[src/design/triangle_face_normal_top_defines.svh]
// Assertion macros shared by the triangle face normal RTL.
`ifndef TRIANGLE_FACE_NORMAL_TOP_DEFINES_SVH
`define TRIANGLE_FACE_NORMAL_TOP_DEFINES_SVH

// Same-cycle implication, checked outside reset.
`define TFN_ASSERT_IMPL(lbl, clk, rst_n, ante, cons, msg) \
    lbl: assert property (@(posedge clk) disable iff (!rst_n) (ante) |-> (cons)) \
        else $error(msg);

// Next-cycle implication, checked outside reset.
`define TFN_ASSERT_NEXT(lbl, clk, rst_n, ante, cons, msg) \
    lbl: assert property (@(posedge clk) disable iff (!rst_n) (ante) |=> (cons)) \
        else $error(msg);

`endif

[src/design/tfn_sdiv.sv]
// Pipelined restoring divider for the fractional scale, one quotient bit per stage.
`default_nettype none
module tfn_sdiv #(
    parameter int RW     = 34,
    parameter int QW     = 15,
    parameter int SIDE_W = 1
) (
    input  logic              i_clk,
    input  logic              i_rst_n,
    input  logic              i_en,
    input  logic              i_valid,
    input  logic [RW-1:0]     i_num,
    input  logic [RW-1:0]     i_den,
    input  logic [SIDE_W-1:0] i_side,
    output logic              o_valid,
    output logic [QW-1:0]     o_quo,
    output logic [SIDE_W-1:0] o_side
);

    logic              r_v    [QW];
    logic [RW:0]       r_rem  [QW];
    logic [RW-1:0]     r_den  [QW];
    logic [QW-1:0]     r_q    [QW];
    logic [SIDE_W-1:0] r_side [QW];

    for (genvar k = 0; k < QW; k++) begin : g_step
        logic              pv;
        logic [RW-1:0]     pden;
        logic [QW-1:0]     pq;
        logic [SIDE_W-1:0] pside;
        logic [RW:0]       cur;
        logic              ge;

        if (k == 0) begin : g_first
            // integer bit: numerator never exceeds the denominator
            assign pv    = i_valid;
            assign pden  = i_den;
            assign pq    = '0;
            assign pside = i_side;
            assign cur   = {1'b0, i_num};
        end else begin : g_next
            assign pv    = r_v[k-1];
            assign pden  = r_den[k-1];
            assign pq    = r_q[k-1];
            assign pside = r_side[k-1];
            assign cur   = {r_rem[k-1][RW-1:0], 1'b0};
        end

        assign ge = (cur >= {1'b0, pden});

        always_ff @(posedge i_clk) begin
            if (!i_rst_n) begin
                r_v[k] <= 1'b0;
            end else if (i_en) begin
                r_v[k] <= pv;
            end
        end

        always_ff @(posedge i_clk) begin
            if (i_en) begin
                r_rem[k]  <= ge ? (cur - {1'b0, pden}) : cur;
                r_den[k]  <= pden;
                r_q[k]    <= {pq[QW-2:0], ge};
                r_side[k] <= pside;
            end
        end
    end

    assign o_valid = r_v[QW-1];
    assign o_quo   = r_q[QW-1];
    assign o_side  = r_side[QW-1];

endmodule
`default_nettype wire

[config.mk]
export PLATFORM = sky130hd
export DESIGN_NAME = tfn_sdiv
export DESIGN_NICKNAME = d
export VERILOG_FILES = /design/src/design/triangle_face_normal_top_defines.svh /design/src/design/tfn_sdiv.sv
export SDC_FILE = /design/constraint.sdc
export NUM_CORES = 2
export LEC_CHECK = 0
export BUFFER_PORTS_ARGS = -buffer_cell sky130_fd_sc_hd__clkbuf_2
export CAP_MARGIN = 20
export CORE_ASPECT_RATIO = 0.75
export CORE_MARGIN = 2
export CORE_UTILIZATION = 35
export CTS_CLUSTER_DIAMETER = 120
export DETAILED_ROUTE_END_ITERATION = 8
export SKIP_CTS_REPAIR_TIMING = 1
export SLEW_MARGIN = 20
export SYNTH_ARGS = -nofsm -noshare
export SYNTH_HDL_FRONTEND = slang
export SYNTH_SLANG_ARGS = --single-unit
export TNS_END_PERCENT = 20
[constraint.sdc]
create_clock -name i_clk -period 6.1 [get_ports i_clk]
set_input_delay 0.915 -clock i_clk [delete_from_list [all_inputs] [get_ports i_clk]]
set_output_delay 0.915 -clock i_clk [all_outputs]
set_load 0.01 [all_outputs]
## Word-level counts from Yosys, hierarchy flattened

Memory sizes are Yosys's and may differ from the RTL's.
Index checks and enable logic that the tools add are counted.

- Multiplexer cells: 35
- $add $sub $neg: 15
- Bitwise logic cells: 15
- $lt $le $gt $ge: 15

Operators with widths:

| operator | number |
|---|---|
| 35-bit 2-to-1 mux | 15 |
| 35-bit by 34-bit >= comparator with 1-bit output | 14 |
| 35-bit by 34-bit subtractor with 35-bit output | 14 |
| 34-bit by 34-bit subtractor with 35-bit output | 1 |
| 34-bit >= comparator | 1 |
| 1-bit 2-to-1 mux | 20 |
| 1-bit bitwise OR | 15 |

- Memories kept: 5
- Bits of input ports: 73
- Output and inout bits: 17
- RAM bits: 1290
- Register bits after elaboration: 0

Memory list:

| memory | depth | width | read ports | clocked after memory_dff | wr ports | line | source |
|---|---|---|---|---|---|---|---|
| r_rem | 15 | 35 | 14 | 0 | 15 | tfn_sdiv.sv:21 | `logic [RW:0] r_rem [QW];` |
| r_den | 15 | 34 | 14 | 0 | 15 | tfn_sdiv.sv:22 | `logic [RW-1:0] r_den [QW];` |
| r_q | 15 | 15 | 15 | 0 | 15 | tfn_sdiv.sv:23 | `logic [QW-1:0] r_q [QW];` |
| r_side | 15 | 1 | 15 | 0 | 15 | tfn_sdiv.sv:24 | `logic [SIDE_W-1:0] r_side [QW];` |
| r_v | 15 | 1 | 15 | 0 | 15 | tfn_sdiv.sv:20 | `logic r_v [QW];` |

## Depth between registers and ports, before layout

- Depth in word-level cells: 4
- Mapped depth: 16
- Mapped depth without buffers: 13

## Least setup slack after synthesis

OpenSTA, ideal clock, no wires.

- Path type: input to register
- From: input port i_num[0]
- To: memory r_rem[0][28] in the netlist's numbering, data pin
- Slack: 2526 ps
- Data required time: 5840 ps
- Cell stages on the path: 13
- Arrival: 3315 ps
- Setup time: 260 ps
- Buffers on the path: 0
- Path through: inv_1 -> ha_1 -> inv_1 -> fa_1 -> a211oi_1 -> o21a_1 -> o31ai_1 -> a31oi_1 -> o21bai_1 -> a31o_2 -> a21oi_1 -> xnor2_1 -> mux2_2

RTL lines:

| item | line | source |
|---|---|---|
| start, declared | tfn_sdiv.sv:12 | `input logic [RW-1:0] i_num,` |
| end, declared | tfn_sdiv.sv:21 |  |

==> flow_summary.yaml <==
outcome:
  outcome: "completed"
place:
  place.detailed.hpwl_mm: 134
  gp_routability_congestion: 0.913
  placement.io_buffers: 89
floorplanning:
  rows: 138
  dieArea_um2: 194000
  fp.dieW_um: 508
  io_pins: 90
  initial_core_utilization: 0.353
  coreArea_um2: 189000
  dieHeight_um: 382
global_route:
  maximum_number_of_pins_on_one_net_before_global_route_repair: 169
  grt_antenna_before_repair: 4
  track_usage: 0.174
  grt_pass1_vias: 44100
  grt_overflow_total: 0
  grt_pass1_wl_mm: 267
pwr:
  power.ir.vdd_worst_v: 0.000257
  power_leakage_nw: 30.5
  totalPowerFinal_mw: 39.2
  cellPowerDensity_nw_per_um2: 530
worst_setup_path:
  crit_path_dat_ns: 5.12
  worst-path-buf-inv: 1
  worstSetupPathType: "reg -> reg"
  crit_path_cell_trace: "inv_1 > fa_1 > a211oi_1 > o211ai_1 > a2111oi_0 > o21ai_0 > nand2_1 > o21ai_0 > o21ai_0 > xnor2_1 > mux2_2"
  crit_path_max_fanout: 4
  end_kind: "flop"
  highest_cell_delay_on_the_worst_timing_path_ns: 0.95
  required_time_worst_endpoint_ns: 6.57
  critical_path_launch_point_type: "flop"
  critical_path.slowest_cell: "a2111oi_0"
  critical-path-top-delay-family: "compound AO/OA/AOI/OAI gates"
  cpMostUsedCell: "o21ai_0"
synth:
  syn_nets: 6554
  top_ff_cell_synth: "edfxtp_1"
  post_synth_instance_area_um2: 66800
  postSynth.asyncResetShare: 0
  yosys_warnings: 0
  synthDistinctLibCells: 115
  seq_area_frac_synth: 0.495
  synth_enable_flop_cells: 1101
  synthesis.area_per_instance_um2: 11.2
  synth_area_leader_cell: "edfxtp_1"
  ys_top_cells_by_area: "edfxtp_1 49%, ha_1 9.5%, mux2_2 4.3%, a21o_1 3.4%, inv_1 3.4%"
  syn_inst_count: 5958
  ys_seq_elements: 1102
  synth_largest_type_area_fraction: 0.495
sta:
  number_of_setup_violations_in_the_final_report: 0
  timing.final.crit_share: 0.762
  worst_clock_skew_ns: 0.108
  worst_slew_margin_rel: 0.214
  max_clock_freq_mhz: 215
  setup_total_neg_slack_ns: 0
  report.final.hold_viol_count: 0
  post-route-min-period_ns: 4.65
  worstMarginPinSlew_ns: 1.17
  grt_setup_unrepaired: "false"
  slew_viol_final: 0
  whs_ns: 0.323
finish:
  share_of_layout_cells_above_drive_strength_1: 0.115
  layout.cells.most_common: "edfxtp_1"
  final_cell_mix: "1,101 x edfxtp_1, 610 x inv_1, 509 x ha_1, 457 x a21oi_1, 353 x nand2_1"
  fin_nets: 6636
  area_growth_pct: 10.7
cts:
  cts_inserted_buffers: 117
  htreeDepth: 3
  cts_tree: "yes"
  cts.path.max_buffers: 3
  clk-insertion-delay-late_ns: 0.80
  clkTransAtPathRegs_ns: 0.06
  cts.sink_count: 1102
  cts_root_buf: "clkbuf_16"
routing:
  detail_route.first_pass.iterations: 6
  drt-wirelength-per-cell_um: 19.8
  routed_via_density: 5.32
  detail_route.iter0.violations: 4113
  final_antenna_net_count: 0
  drc: 0
  routed_wirelength_mm: 172
  dr_total_vias: 46100
worst_hold_path:
  hold_class: "in -> reg"
run:
  drv.max_cap_violation_count: 0
## worst reg2reg max path: stages (launching register included)
cell	delay, ns
edfxtp_1	0.37
inv_1	0.10
fa_1	0.49
a211oi_1	0.39
o211ai_1	0.30
a2111oi_0	0.96
o21ai_0	0.39
nand2_1	0.24
o21ai_0	0.33
o21ai_0	0.39
xnor2_1	0.11
mux2_2	0.26
## synthesized netlist by cell type (13+ instances only)
cell type,count
mux2_2,258
or2_2,16
a21o_1,305
nor4_1,22
and3_1,84
o21a_1,64
a211oi_1,54
o2111ai_1,13
xnor2_1,258
o211ai_1,38
nor2_1,275
nand3_1,134
nand4_1,79
edfxtp_1,1101
mux2_4,53
a21oi_1,457
a211o_1,15
mux2_1,13
and4_1,21
xor2_1,146
ha_1,509
a31oi_1,61
a21boi_0,20
nand2_1,353
fa_1,14
nand2b_1,42
and2_1,28
clkbuf_1,105
nor2b_1,60
buf_2,35
nor3_1,69
or3_1,14
inv_1,610
o31ai_1,25
o21ai_0,281
o21bai_1,50
## cell type report
class	instances	area, um2
fill	18100	115000
sequential	1102	33100
multi-input combinational	4075	30600
tap	2520	3150
clock buffer	135	3000
inverter	616	2310
clock inverter	83	918
timing repair buffer	128	836
antenna	1	2.50
## logic make-up (layout without fill, tap and decap cells)
logic type,Yosys count,in the layout,share of synthesized area
AO/OA/AOI/OAI,1578,1578,0.155
AND/OR/NAND/NOR,1235,1235,0.0904
flip-flops,1102,1102,0.495
buffers and inverters,781,962,0.0472
adder cells (fa/ha/maj),523,523,0.0995
XOR/XNOR,404,404,0.0530
multiplexers,335,335,0.0593
other,0,1,0
## layer usage
metal,track usage,part of all wire,wire (um),vias up
met1,0.280,0.53,90400,22500
met4,0.0305,0.015,2610,0
met3,0.0248,0.053,9170,176
li1,-,-,-,22200
met2,0.246,0.40,69400,1202
met5,0,0,0,-
## final timing paths
| kind | from | end | slack [ns] | cells past startpoint |
|---|---|---|---|---|
| worst max-delay path | r_den[0][102] | r_rem[0][170] | 1.45 | 11 |
| worst min-delay path | i_den[28] | r_den[0][28] | 0.32 | 1 |
| worst max register to register | r_den[0][102] | r_rem[0][170] | 1.45 | 11 |
| worst min register to register | r_q[10][3] | r_q[11][4] | 0.35 | 0 |
## through the flow
stage	instance area, um2	setup slack (ns)	std cells	utilization
after floorplan	66800	2.53	5958	-
after global placement	70000	1.42	8441	0.370
after detailed placement	70000	1.43	8441	0.370
after CTS	73900	1.54	8659	0.391
after global routing	73900	1.22	8659	0.391
final	73900	1.45	8660	0.391
## registers in the layout (all words and copies together) (netlist names)
| name | flops |
|---|---|
| r_side | 15 |
| r_rem | 476 |
| r_q | 120 |
| r_den | 476 |
| r_v | 15 |
## where the power goes
part / total, mW / internal (mW) / switching [mW]
Clock: 7.34 / 4.14 / 3.20
Sequential: 12.6 / 11.4 / 1.21
Combinational: 19.3 / 8.46 / 10.8
(Power assumes the default switching activity.)
